File: src/hdl/sparse_matvec_mod_prime_assert.svh
// assertion macros for the sparse mat-vec mod-prime block
// no dependencies; included by the top level
`ifndef SPARSE_MATVEC_MOD_PRIME_ASSERT_SVH
`define SPARSE_MATVEC_MOD_PRIME_ASSERT_SVH

// condition holds at every clock edge out of reset
`define SMM_ASSERT_HOLDS(lbl, clk, rst_n, cond) \
    lbl: assert property (@(posedge clk) disable iff (!rst_n) (cond)) \
        else $error("smm assertion failed");

// antecedent implies consequent in the same cycle
`define SMM_ASSERT_IMPLIES(lbl, clk, rst_n, ante, cons) \
    lbl: assert property (@(posedge clk) disable iff (!rst_n) (ante) |-> (cons)) \
        else $error("smm assertion failed");

`endif

File: src/hdl/smm_pkg.sv
// shared types and constants for the sparse mat-vec mod-prime block
// no dependencies
package smm_pkg;

    localparam int IDX_W    = 10;
    localparam int VAL_W    = 17;
    localparam int PROD_W   = 2 * VAL_W;
    localparam int SHIFT_LO = 16;
    localparam int HI_W     = PROD_W - SHIFT_LO;
    localparam int SHIFT_Q  = 17;
    localparam int Q_W      = HI_W + VAL_W - SHIFT_Q;
    localparam int REM_W    = VAL_W + 2;

    // modulus and its scaled reciprocal floor(2^33 / p)
    localparam logic [VAL_W-1:0] PRIME = 17'd100003;
    localparam logic [VAL_W-1:0] RECIP = 17'd85896;

    localparam logic [1:0] ACT_LOAD  = 2'd0;
    localparam logic [1:0] ACT_NZ    = 2'd1;
    localparam logic [1:0] ACT_EMPTY = 2'd2;

    localparam int OQ_DEPTH = 8;
    localparam int OQ_AW    = 3;
    localparam int OQ_CW    = OQ_AW + 1;

    typedef struct packed {
        logic       vld;
        logic [1:0] action;
        logic       last;
    } t_tag;

    typedef struct packed {
        logic [IDX_W-1:0] row_number;
        logic [VAL_W-1:0] row_result;
    } t_result;

endpackage

File: src/hdl/smm_outq.sv
// small result queue between the accumulator and the output channel
// depends on smm_pkg
module smm_outq (
    input  logic                        i_clk,
    input  logic                        i_rst_n,
    input  logic                        i_push,
    input  smm_pkg::t_result            i_data,
    input  logic                        i_pop,
    output logic                        o_valid,
    output smm_pkg::t_result            o_data,
    output logic [smm_pkg::OQ_CW-1:0]   o_count
);
    smm_pkg::t_result            r_q [smm_pkg::OQ_DEPTH];
    logic [smm_pkg::OQ_AW-1:0]   r_wr;
    logic [smm_pkg::OQ_AW-1:0]   r_rd;
    logic [smm_pkg::OQ_CW-1:0]   r_count;
    logic                        w_pop;

    assign w_pop = i_pop && (r_count != '0);

    always_ff @(posedge i_clk) begin
        if (i_push) begin
            r_q[r_wr] <= i_data;
        end
    end

    always_ff @(posedge i_clk) begin
        if (!i_rst_n) begin
            r_wr    <= '0;
            r_rd    <= '0;
            r_count <= '0;
        end else begin
            if (i_push) begin
                r_wr <= r_wr + 1'b1;
            end
            if (w_pop) begin
                r_rd <= r_rd + 1'b1;
            end
            r_count <= r_count + smm_pkg::OQ_CW'(i_push) - smm_pkg::OQ_CW'(w_pop);
        end
    end

    assign o_valid = r_count != '0;
    assign o_data  = r_q[r_rd];
    assign o_count = r_count;
endmodule

File: config.mk
export PLATFORM = sky130hd
export DESIGN_NAME = smm_outq
export DESIGN_NICKNAME = d
export VERILOG_FILES = /design/src/hdl/sparse_matvec_mod_prime_assert.svh /design/src/hdl/smm_pkg.sv /design/src/hdl/smm_outq.sv
export SDC_FILE = /design/constraint.sdc
export NUM_CORES = 1
export LEC_CHECK = 0
export ABC_AREA = 0
export BUFFER_PORTS_ARGS = -buffer_cell sky130_fd_sc_hd__buf_4
export CORE_MARGIN = 10
export CORE_UTILIZATION = 40
export DETAILED_ROUTE_END_ITERATION = 6
export REMOVE_ABC_BUFFERS = 1
export SLEW_MARGIN = 20
export SYNTH_ARGS = -nofsm -noshare
export SYNTH_HDL_FRONTEND = slang
export SYNTH_SLANG_ARGS = --single-unit
File: constraint.sdc
create_clock -name i_clk -period 3.3 [get_ports i_clk]
set_input_delay 0.495 -clock i_clk [delete_from_list [all_inputs] [get_ports i_clk]]
set_output_delay 0.495 -clock i_clk [all_outputs]
set_load 0.005 [all_outputs]
==> flow_summary.toml <==
[sta]
clock_skew_ns = 0.00763
maxSlewViolCount = 0
fin_crit_ns = 2.92
finalHoldViolations = 0
post-route-period-util_pct = 88.6
worst_pin_slew_ns = 0.884
setup_viol = 0
rsz0062_at_grt = "false"
tns_ns = 0
max-slew-margin-rel_pct = 41.0
layout_setup_ws_ns = 0.376
max_freq_mhz = 342
whs_ns = 0.224

[clock_network]
cts_buffer_depth = 3
h-tree-depth = 1
path_clk_slew_ns = 0.06
clkSinkCount = 229
cts_tree = "done"
holdBufCountCts = 0
cts_setup_buffers = 0
insertion_delay_ns = 0.50
cts_inserted_buffers = 24
root_buffer = "clkbuf_16"
post_cts_resized = 0

[synth]
ys_async_sr_fraction_pct = 0
seq_area_frac_synth_pct = 75.1
synthDistinctLibCells = 26
synthesis.area_mm2 = 0.00898
synth_edf_count = 216
ys_ff_latch = 229
syn_area_per_cell_um2 = 23.4
synth_top_flop_cell = "edfxtp_1"
netlist_instances = 384
yosysWarnings = 0

[pwr]
p_leak_nw = 3.56
p_int_mw = 5.35
seq_power_share_pct = 49.4
cellPowerDensity_mw_per_mm2 = 649
vdd_drop_max_mv = 0.288
pwr-share-clk_pct = 35.8
comb_power_share_pct = 14.8
p_sw_share_pct = 22.3
netSwitchingPower_mw = 1.53

[die]
coreArea_mm2 = 0.0220
die_x_um = 170
pin_count = 63
dieHeight_um = 170
row_count = 54
die_area_mm2 = 0.0288
initial_utilization_pct = 40.9

[cells_and_area]
regArea_mm2 = 0.00675
diodes = 0
drive_gt1_share_pct = 30.0
utilization_pct = 48.3
area_growth_pct = 18.2
fillers = 1787
multi_input_area_mm2 = 0.00217
fin_nets = 506

[status]
status = "finished, final reports clean"

[global_routing]
grt_max_degree = 55
grt_pass1_wl_mm = 25.5
grt_usage_pct = 11.6
first_global_vias = 4355
antenna_found_initial = 1
grt_overflow = 0

[drt]
drt.antenna.violating_nets = 0
wirelength_mm = 16.9
firstDrtPassIters = 4
num_vias = 4027
viasPerCell = 5.26
wl_per_cell_um = 22.1
post-route-drc-count = 0
drt_iter0_drc = 247

[place]
dp_hpwl_mm = 9.61
io_buffers = 62
dp_slack_ns = 0.860
place_congestion = 0.694

[worst_setup_path]
critPathKind = "reg2out"
critPathCaptureType = "output port"
cp_max_fo = 18
crit_required_ns = 2.80
arrival_ns = 2.43
reg2reg_from = "o_count[2]"
critPathLaunchType = "flop"

[run]
maxCapViolCount = 0

[min_path]
min_path_type = "in2reg"
hold_start = "i_data[11]"
## cells in the final DEF (no fill, tap or decap), drive strengths merged
cell type and n:
nor2b 2, a21o 1, mux4 54, clkbuf 31, nand2b 6, inv 4, or3b 1, buf 74
mux2i 9, or2 1, clkinv 10, a21oi 1, fa 1, bufinv 1, nand2 9, clkinvlp 2
xnor2 2, and2 4, nor2 7, nand3 1, edfxtp 216, dfxtp 13, ha 6, xor2 1
mux2 27, nor3 2
## cell usage after synthesis, drive strengths merged (4+ instances only)
| cell type | number | area, um2 |
|---|---|---|
| and2 | 4 | 25.0 |
| buf | 12 | 91.3 |
| clkbuf | 4 | 16.3 |
| dfxtp | 13 | 260 |
| edfxtp | 216 | 6490 |
| ha | 6 | 75.1 |
| inv | 4 | 15.0 |
| mux2 | 27 | 304 |
| mux2i | 9 | 90.1 |
| mux4 | 54 | 1420 |
| nand2 | 9 | 33.8 |
| nand2b | 6 | 37.5 |
| nor2 | 7 | 26.3 |
## state kept, by name (all words and copies together) (netlist names), named ones only
name     flops
o_count      4
r_wr         3
r_q        216
r_rd         3
## worst paths after layout
path	end	slack (ns)	cells after the start
max	o_data[5]	0.38	4
min	r_q[6][11]	0.22	1
max reg2reg	o_count[3]	0.99	9
min reg2reg	flop	0.48	2
## layout make-up
| type | instances | share of cell area [%] |
|---|---|---|
| Sequential cell | 229 | 63.6 |
| Clock inverter | 13 | 0.825 |
| Tap cell | 280 | 3.30 |
| Timing Repair Buffer | 74 | 5.59 |
| Clock buffer | 31 | 6.11 |
| Multi-Input combinational cell | 135 | 20.4 |
| Inverter | 4 | 0.141 |
## layer usage
metal | vias up | global-route usage, % | wire [um]
met2 | 85 | 19.8 | 8480
met1 | 2107 | 14.5 | 7310
met3 | 23 | 2.98 | 864
met5 | - | 0 | 20
li1 | 1810 | - | -
met4 | 2 | 2.98 | 226
## power groups by stage
stage / logic, mW / clock network [mW] / registers, mW
5_1_grt: 1.12 / 2.65 / 3.42
4_1_cts: 1.05 / 2.54 / 3.41
3_5_place_dp: 1.04 / 0 / 3.47
2_1_floorplan: 0.548 / 0 / 3.46
6_report: 1.02 / 2.47 / 3.40
3_3_place_gp: 1.02 / 0 / 3.47
## kinds of logic after synthesis
| group | after synthesis | synth area share [%] |
|---|---|---|
| AOI/OAI and AO/OA | 2 | 0.139 |
| xor gates and xnor gates | 3 | 0.293 |
| adders and majority gates | 7 | 1.06 |
| buffers and inverters | 20 | 1.37 |
| DFF | 229 | 75.1 |
| muxes | 90 | 20.2 |
| and+or+nand+nor | 33 | 1.84 |
## through the flow
stage,instances,total power [mW],cell area [um2]
5_1_grt,766,7.19,10600
2_1_floorplan,368,4.00,8870
6_report,766,6.89,10600
4_1_cts,766,7.00,10600
3_5_place_dp,722,4.51,9880
3_3_place_gp,722,4.49,9880
## critical path, stage by stage (launching register included)
cell and delay (ns):
dfxtp_2 0.62, buf_12 0.25, mux4_1 0.58, mux2_2 0.32, buf_4 0.15
No activity file was read; power rests on OpenSTA's default activity.
