--- src/hdl/sparse_matvec_mod_prime_assert.svh ---
// assertion macros for the sparse mat-vec mod-prime block
// no dependencies; included by the top level
`ifndef SPARSE_MATVEC_MOD_PRIME_ASSERT_SVH
`define SPARSE_MATVEC_MOD_PRIME_ASSERT_SVH

// condition holds at every clock edge out of reset
`define SMM_ASSERT_HOLDS(lbl, clk, rst_n, cond) \
    lbl: assert property (@(posedge clk) disable iff (!rst_n) (cond)) \
        else $error("smm assertion failed");

// antecedent implies consequent in the same cycle
`define SMM_ASSERT_IMPLIES(lbl, clk, rst_n, ante, cons) \
    lbl: assert property (@(posedge clk) disable iff (!rst_n) (ante) |-> (cons)) \
        else $error("smm assertion failed");

`endif

--- src/hdl/smm_pkg.sv ---
// shared types and constants for the sparse mat-vec mod-prime block
// no dependencies
package smm_pkg;

    localparam int IDX_W    = 10;
    localparam int VAL_W    = 17;
    localparam int PROD_W   = 2 * VAL_W;
    localparam int SHIFT_LO = 16;
    localparam int HI_W     = PROD_W - SHIFT_LO;
    localparam int SHIFT_Q  = 17;
    localparam int Q_W      = HI_W + VAL_W - SHIFT_Q;
    localparam int REM_W    = VAL_W + 2;

    // modulus and its scaled reciprocal floor(2^33 / p)
    localparam logic [VAL_W-1:0] PRIME = 17'd100003;
    localparam logic [VAL_W-1:0] RECIP = 17'd85896;

    localparam logic [1:0] ACT_LOAD  = 2'd0;
    localparam logic [1:0] ACT_NZ    = 2'd1;
    localparam logic [1:0] ACT_EMPTY = 2'd2;

    localparam int OQ_DEPTH = 8;
    localparam int OQ_AW    = 3;
    localparam int OQ_CW    = OQ_AW + 1;

    typedef struct packed {
        logic       vld;
        logic [1:0] action;
        logic       last;
    } t_tag;

    typedef struct packed {
        logic [IDX_W-1:0] row_number;
        logic [VAL_W-1:0] row_result;
    } t_result;

endpackage

--- src/hdl/smm_mulmod.sv ---
// four-stage modular multiply: product, barrett quotient, q*p, correction
// depends on smm_pkg
module smm_mulmod (
    input  logic                        i_clk,
    input  logic                        i_rst_n,
    input  smm_pkg::t_tag               i_tag,
    input  logic [smm_pkg::VAL_W-1:0]   i_a,
    input  logic [smm_pkg::VAL_W-1:0]   i_b,
    input  logic                        i_b_ok,
    output smm_pkg::t_tag               o_tag,
    output logic [smm_pkg::VAL_W-1:0]   o_rem
);
    localparam int QF_W  = smm_pkg::HI_W + smm_pkg::VAL_W;
    localparam int QP_W  = smm_pkg::Q_W + smm_pkg::VAL_W;

    logic [smm_pkg::VAL_W-1:0]  w_a_red;
    logic [smm_pkg::VAL_W-1:0]  w_b;
    logic [smm_pkg::VAL_W-1:0]  w_b_red;
    logic [QF_W-1:0]            w_qfull;
    logic [smm_pkg::PROD_W-1:0] w_diff;
    logic [smm_pkg::REM_W-1:0]  w_r;
    logic [smm_pkg::REM_W-1:0]  w_p1;
    logic [smm_pkg::REM_W-1:0]  w_p2;
    logic [smm_pkg::REM_W-1:0]  w_r_red;

    logic [smm_pkg::PROD_W-1:0] r_s1_prod;
    logic [smm_pkg::PROD_W-1:0] r_s2_prod;
    logic [smm_pkg::PROD_W-1:0] r_s3_prod;
    logic [smm_pkg::Q_W-1:0]    r_s2_q;
    logic [QP_W-1:0]            r_s3_qp;
    logic [smm_pkg::VAL_W-1:0]  r_s4_rem;
    smm_pkg::t_tag              r_s1_tag;
    smm_pkg::t_tag              r_s2_tag;
    smm_pkg::t_tag              r_s3_tag;
    smm_pkg::t_tag              r_s4_tag;

    // operands below 2^17 are below 2p, one subtract reduces them
    always_comb begin
        w_a_red = (i_a >= smm_pkg::PRIME) ? i_a - smm_pkg::PRIME : i_a;
        w_b     = i_b_ok ? i_b : '0;
        w_b_red = (w_b >= smm_pkg::PRIME) ? w_b - smm_pkg::PRIME : w_b;
    end

    assign w_qfull = QF_W'(r_s1_prod[smm_pkg::PROD_W-1:smm_pkg::SHIFT_LO])
                   * QF_W'(smm_pkg::RECIP);

    // quotient estimate is low by at most two, so remainder is below 3p
    always_comb begin
        w_diff  = r_s3_prod - r_s3_qp[smm_pkg::PROD_W-1:0];
        w_r     = w_diff[smm_pkg::REM_W-1:0];
        w_p1    = smm_pkg::REM_W'(smm_pkg::PRIME);
        w_p2    = smm_pkg::REM_W'({smm_pkg::PRIME, 1'b0});
        if (w_r >= w_p2) begin
            w_r_red = w_r - w_p2;
        end else if (w_r >= w_p1) begin
            w_r_red = w_r - w_p1;
        end else begin
            w_r_red = w_r;
        end
    end

    always_ff @(posedge i_clk) begin
        r_s1_prod <= smm_pkg::PROD_W'(w_a_red) * smm_pkg::PROD_W'(w_b_red);
        r_s2_prod <= r_s1_prod;
        r_s2_q    <= w_qfull[QF_W-1:smm_pkg::SHIFT_Q];
        r_s3_prod <= r_s2_prod;
        r_s3_qp   <= QP_W'(r_s2_q) * QP_W'(smm_pkg::PRIME);
        r_s4_rem  <= w_r_red[smm_pkg::VAL_W-1:0];
    end

    always_ff @(posedge i_clk) begin
        if (!i_rst_n) begin
            r_s1_tag <= '0;
            r_s2_tag <= '0;
            r_s3_tag <= '0;
            r_s4_tag <= '0;
        end else begin
            r_s1_tag <= i_tag;
            r_s2_tag <= r_s1_tag;
            r_s3_tag <= r_s2_tag;
            r_s4_tag <= r_s3_tag;
        end
    end

    assign o_tag = r_s4_tag;
    assign o_rem = r_s4_rem;
endmodule

--- config.mk ---
export PLATFORM = sky130hd
export DESIGN_NAME = smm_mulmod
export DESIGN_NICKNAME = d
export VERILOG_FILES = /design/src/hdl/sparse_matvec_mod_prime_assert.svh /design/src/hdl/smm_pkg.sv /design/src/hdl/smm_mulmod.sv
export SDC_FILE = /design/constraint.sdc
export NUM_CORES = 1
export LEC_CHECK = 0
export BUFFER_PORTS_ARGS = -buffer_cell sky130_fd_sc_hd__buf_2
export CORE_MARGIN = 3
export CORE_UTILIZATION = 40
export CTS_CLUSTER_DIAMETER = 120
export DETAILED_ROUTE_END_ITERATION = 8
export PLACE_DENSITY = 0.62
export SYNTH_ARGS = -nofsm -noshare
export SYNTH_HDL_FRONTEND = slang
export SYNTH_SLANG_ARGS = --single-unit
export TNS_END_PERCENT = 50
--- constraint.sdc ---
create_clock -name i_clk -period 7.7 [get_ports i_clk]
set_clock_uncertainty 0.2 [all_clocks]
set_input_delay 0.385 -clock i_clk [delete_from_list [all_inputs] [get_ports i_clk]]
set_output_delay 0.385 -clock i_clk [all_outputs]
set_load 0.03 [all_outputs]
==> results.toml, run 1 <==
[setup_path]
start_kind = "input pin"
path_delay_family = "adder cells"
slowest_delay_ps = 590
crit_buf_inv = 15
worstPathArrival_ps = 8090
slowest_stage = "fa_2"
crit_path_max_fanout = 6
critPathMostFrequentCell = "buf_4"
cp.required_ps = 7860
worst-setup-path-type = "in2reg"
end_kind = "flip-flop"

[timing]
finalHoldViolations = 0
min_period_over_period_pct = 103
relSlewSlack_pct = 33.3
slew_viol_final = 0
fin_crit_ps = 7930
clock.fmax_ghz = 0.126
setup_ws_ps = -228
final-setup-viol-count = 6
rsz0062_at_grt = "yes"
worst_pin_slew_ps = 993

[synthesis]
synth-main-ff-cell = "dfxtp_1"
synth-edff-count = 0
synth.avg_cell_area_um2 = 9.32
yosys_warnings = 0
synth_area_mm2 = 0.0221
synthDistinctLibCells = 89
ys_seq_area_share_pct = 12.9
async_reset_ff_share_pct = 0
synth_fp_nets = 3095
ys_seq_elements = 142
synth_top_area_share_pct = 31.4
synthCells = 2371
synth_top_area_cell = "fa_1"
netlist_top_cells_area = "fa_1 (31%), ha_1 (19%), dfxtp_1 (13%), inv_1 (8.4%), nand2_1 (3.6%)"

[placed_design]
gp_congestion = 0.928
port_buffers = 61
hpwl_mm = 46.7
dp_cells = 3349
dpl_worst_slack_ps = -816

[clock_network]
cts-root-buf = "clkbuf_16"
clockBufferDepth = 2
numClockSinks = 142
cts_max_level = 4
cts_made_buffers = 17
cts_tree = "yes"
clkTransAtPathRegs_ps = 60
insertion_delay_ps = 440

[routing]
wl_met2_mm = 27.0
wl_mm = 55.2
top_layer = "met4"
via_count = 17144
drc = 0
detail_route.iter0.violations = 931
dr.pass1.iters = 5
met3WireLength_mm = 2.13
drt-met1-wl_mm = 24.2
wl_per_cell_um = 16.1
postRouteAntennaNets = 0
via_per_inst = 5.00

[floorplanning]
die_h_um = 241
core_area_mm2 = 0.0542
die-area_mm2 = 0.0581
die-width_um = 241
start_util_pct = 40.8
pin_count = 62
fp-row-count = 85

[layout]
drive_above_1_share_pct = 19.5
diodes = 0
fillers = 5099
final_cells = 3428
seq_area_mm2 = 0.00284
final_cell_mix = "inv_1 (486), fa_1 (339), ha_1 (327)"
areaGrowthSynthToFinish_pct = 20.7
layout_commonest_cell = "inv_1"
nNetsFinal = 3443
multi_input_area_mm2 = 0.0177

[global_route]
antenna_found_initial = 0
overflow = 0
first_global_vias = 18500
grt_pass1_wl_mm = 92.5
grt_start_max_net_pins = 35
grt_usage_pct = 19.9

[run_status]
outcome = "finished, violations left"
violations = "negative setup slack"

[min_path]
hp-class = "in2reg"

[run]
max_cap_viol_count = 0
## synth_stat cells (all sizes together) (6+ instances only)
master	number
nor2b	13
inv	497
nor4	7
nor2	183
nand4	7
mux2i	6
nor3	19
or2	12
a21o	30
ha	336
a21oi	62
o211ai	18
fa	347
clkbuf	27
nand2b	17
buf	11
o21a	13
nand3	25
and3	14
o31ai	8
a211o	6
o2111ai	7
a211oi	21
xnor2	93
a31oi	8
nand2	213
dfxtp	142
or3	12
xor2	38
o21ai	44
o21bai	9
and2	38
## per-stage QoR
stage	utilization, %	hold WS, ps	setup TNS (ps)	cell area [um^2]
finish	49.2	107	-918	26700
global route	49.2	106	-3170	26700
CTS	48.8	81.2	-316	26500
detailed placement	46.7	112	-7480	25300
global placement	46.7	110	-6850	25300
floorplan	-	110	-178	22400
## worst reg2reg max path: stages, from the launching register on
cell and delay (ps):
dfxtp_1 670, fa_1 500, ha_1 300, inv_1 70, fa_1 440, fa_1 550, inv_1 60, fa_1 560
fa_1 420, ha_1 320, a21o_1 160, o31a_1 330, a311o_1 410, o31ai_2 370, nor2_1 130, o41ai_1 520
a21oi_1 210, a311o_1 390
## routing by layer
layer / vias to the layer above / GRT usage, %
li1: 8267 / -
met1: 8401 / 25.3
met2: 375 / 35.4
met3: 101 / 2.30
met4: 0 / 6.43
met5: - / 0
## cells by family after synthesis
family	synth area share (%)
simple gates	11.9
flops	12.9
mux	0.424
xor+xnor	5.33
compound gates	9.88
buf+inv	9.15
fa+ha+maj	50.4
## what timing repair did
action / in CTS / in global routing
hold buffers: 4 / 0
pin swaps: 63 / 60
cloned: 1 / 0
resized for setup: 56 / 35
endpoints found under the setup margin: 8 / 13
setup buffers: 35 / 7
hold endpoints to repair: 4 / 0
## final cells by class
type | instances | share of cell area (%)
well taps | 696 | 3.26
multi-input cells | 1694 | 66.5
clock inverters | 14 | 0.722
flip-flops and latches | 142 | 10.7
inverters | 497 | 6.99
repair buffers | 367 | 10.2
clock buffers | 18 | 1.65
## sequential cells by signal, indices dropped and copies added, names as in the netlist
name	count
r_s1_prod	34
r_s2_prod	19
r_s3_prod	19
r_s3_qp	19
r_s2_q	18
o_rem	17
o_tag	4
r_s1_tag	4
r_s2_tag	4
r_s3_tag	4
## worst paths after layout
kind	from	endpoint	slack (ps)	cells past startpoint
setup reg to reg	r_s1_prod[21]	r_s2_q[17]	990	17
setup / recovery	i_b[1]	r_s1_prod[32]	-230	37
hold / removal	i_rst_n	r_s2_tag[1]	110	2
hold reg to reg	r_s2_prod[3]	r_s3_prod[3]	120	0
Power of run 1 is not shown: default switching activity piles up to over one toggle a cycle in this logic, so the estimate is an artifact.
==> run 2, diff against run 1 <==
==> constraint.sdc (replaced) <==
create_clock -name i_clk -period 7.7 [get_ports i_clk]
set_clock_uncertainty 0.2 [all_clocks]
set_input_delay 1.54 -clock i_clk [delete_from_list [all_inputs] [get_ports i_clk]]
set_output_delay 1.54 -clock i_clk [all_outputs]
set_load 0.03 [all_outputs]
==> results.toml, run 2 (same netlist as run 1, synthesis figures left out) <==
[setup_path]
crit_path_max_fanout = 7
crit_buf_inv = 7
worstSetupPathDepth = 34
worstPathArrival_ps = 9270
critPathMostFrequentCell = "fa_1"
cp.required_ps = 7850
slowest_stage = "fa_1"
endpoint = "r_s1_prod[32]"
path_delay_family = "adder cells"
slowest_delay_ps = 550
regToRegSetupSlack_ps = 980
r2r_start = "r_s1_prod[21]"
worst-setup-path-type = "in2reg"
worst_r2r_endpoint = "r_s2_q[17]"
ff2ff_path_depth = 18
end_kind = "flip-flop"
crit_path_start = "i_b[2]"
start_kind = "input pin"

[layout]
seq_area_mm2 = 0.00284
nNetsFinal = 3479
largest_register = "r_s1_prod"
multi_input_area_mm2 = 0.0179
fillers = 5043
areaGrowthSynthToFinish_pct = 22.5
drive_above_1_share_pct = 22.0
layout_commonest_cell = "inv_1"
final_cell_mix = "inv_1 (485), fa_1 (338), ha_1 (323)"
design_area_mm2 = 0.0271
largest_reg_flops = 34

[floorplanning]
die-width_um = 241
pin_count = 62
fp-row-count = 85
die-area_mm2 = 0.0581
die_h_um = 241
start_util_pct = 40.8
core_area_mm2 = 0.0542

[placed_design]
gp_congestion = 0.989
placed_area_mm2 = 0.0255
port_buffers = 61
dpl_worst_slack_ps = -1940
hpwl_mm = 47.2

[routing]
via_count = 17285
wl_per_cell_um = 15.8
drc = 0
postRouteAntennaNets = 0
dr.pass1.iters = 6
via_per_inst = 4.99
detail_route.iter0.violations = 835
wl_mm = 54.9

[clock_network]
ctsHoldBuffers = 0
cts_max_level = 4
cts_made_buffers = 17
clockBufferDepth = 2
numClockSinks = 142
cts_tree = "yes"
cts-root-buf = "clkbuf_16"
clkTransAtPathRegs_ps = 70
insertion_delay_ps = 420

[min_path]
hp-class = "reg2reg"

[timing]
fin_crit_ps = 9110
fin_hold_ws_ps = 113
min_period_over_period_pct = 118
worst_pin_slew_ps = 1030
finalHoldViolations = 0
final-setup-viol-count = 22
slew_viol_final = 0
clock.fmax_ghz = 0.110
relSlewSlack_pct = 31.0
setup_ws_ps = -1410
rsz0062_at_grt = "yes"

[global_route]
overflow = 0
grt_start_max_net_pins = 21
grt_pass1_wl_mm = 91.2
first_global_vias = 18335
grt_usage_pct = 19.5
antenna_found_initial = 1

[run_status]
outcome = "finished, violations left"
violations = "negative setup slack"

[run]
max_cap_viol_count = 0
==> run 2: cell count changes in the layout (fill, tap and decap cells not counted), moves of 4 or more <==
| cell | before | now |
|---|---|---|
| nor2_1 | 173 | 161 |
| ha_4 | 8 | 12 |
| o21ai_0 | 34 | 30 |
| a21oi_2 | 8 | 17 |
| dlygate4sd3_1 | 4 | 0 |
| buf_6 | 15 | 22 |
| ha_1 | 327 | 323 |
| a21oi_1 | 52 | 43 |
| nor2_2 | 6 | 18 |
| buf_4 | 285 | 318 |
==> run 2: final cells by class <==
| class | count | area share, % |
|---|---|---|
| Antenna cell | 1 | 0.00924 |
| Clock buffer | 20 | 1.69 |
| Clock inverter | 12 | 0.360 |
| Inverter | 497 | 6.89 |
| Multi-Input combinational cell | 1695 | 66.2 |
| Sequential cell | 142 | 10.5 |
| Tap cell | 696 | 3.22 |
| Timing Repair Buffer | 402 | 11.1 |
==> run 2: repair_timing <==
item	CTS	global route
buffers inserted	44	15
pin swaps	30	38
resized for setup	91	52
setup endpoints to repair	23	26
cloned	1	0
endpoints found under the hold margin	0	0
==> run 2: per-layer routing <==
metal	vias up	global-route usage (%)	wire [um]
li1	8340	-	-
met1	8459	24.8	24000
met2	393	35.3	27300
met3	93	1.55	1940
met4	0	5.88	1650
met5	-	0	0
==> run 2: per-stage QoR <==
step                cells  setup TNS, ps  util (%)
floorplan            2371         -15800         -
global placement     3373         -29350      47.0
detailed placement   3373         -31500      47.0
CTS                  3449         -15780      49.3
global route         3465         -23440      49.9
finish               3465         -17060      49.9
==> run 2: worst min path at each step <==
stage	to	cells past startpoint	from	slack [ps]
after CTS	r_s3_prod[7]	0	r_s2_prod[7]	120
final	r_s3_prod[7]	0	r_s2_prod[7]	110
after global placement	r_s2_prod[15]	0	r_s1_prod[15]	110
after detailed placement	r_s3_prod[9]	0	r_s2_prod[9]	110
after floorplan	r_s2_prod[0]	0	r_s1_prod[0]	110
after global routing	r_s3_prod[18]	0	r_s2_prod[18]	120
==> run 2: worst register-to-register path, cell delays in order, from the launching register on <==
cell and delay, ps:
dfxtp_1 630, fa_1 490, ha_1 300, inv_1 70, fa_1 440, fa_1 540, inv_1 60, fa_1 580
fa_1 430, ha_1 320, nand3_1 110, nor2_1 70, o31a_1 330, a311o_1 430, o31ai_2 340, nor2_1 140
o41ai_1 510, a21oi_1 210, a311o_1 400
Power of run 2 is left out for the same reason.
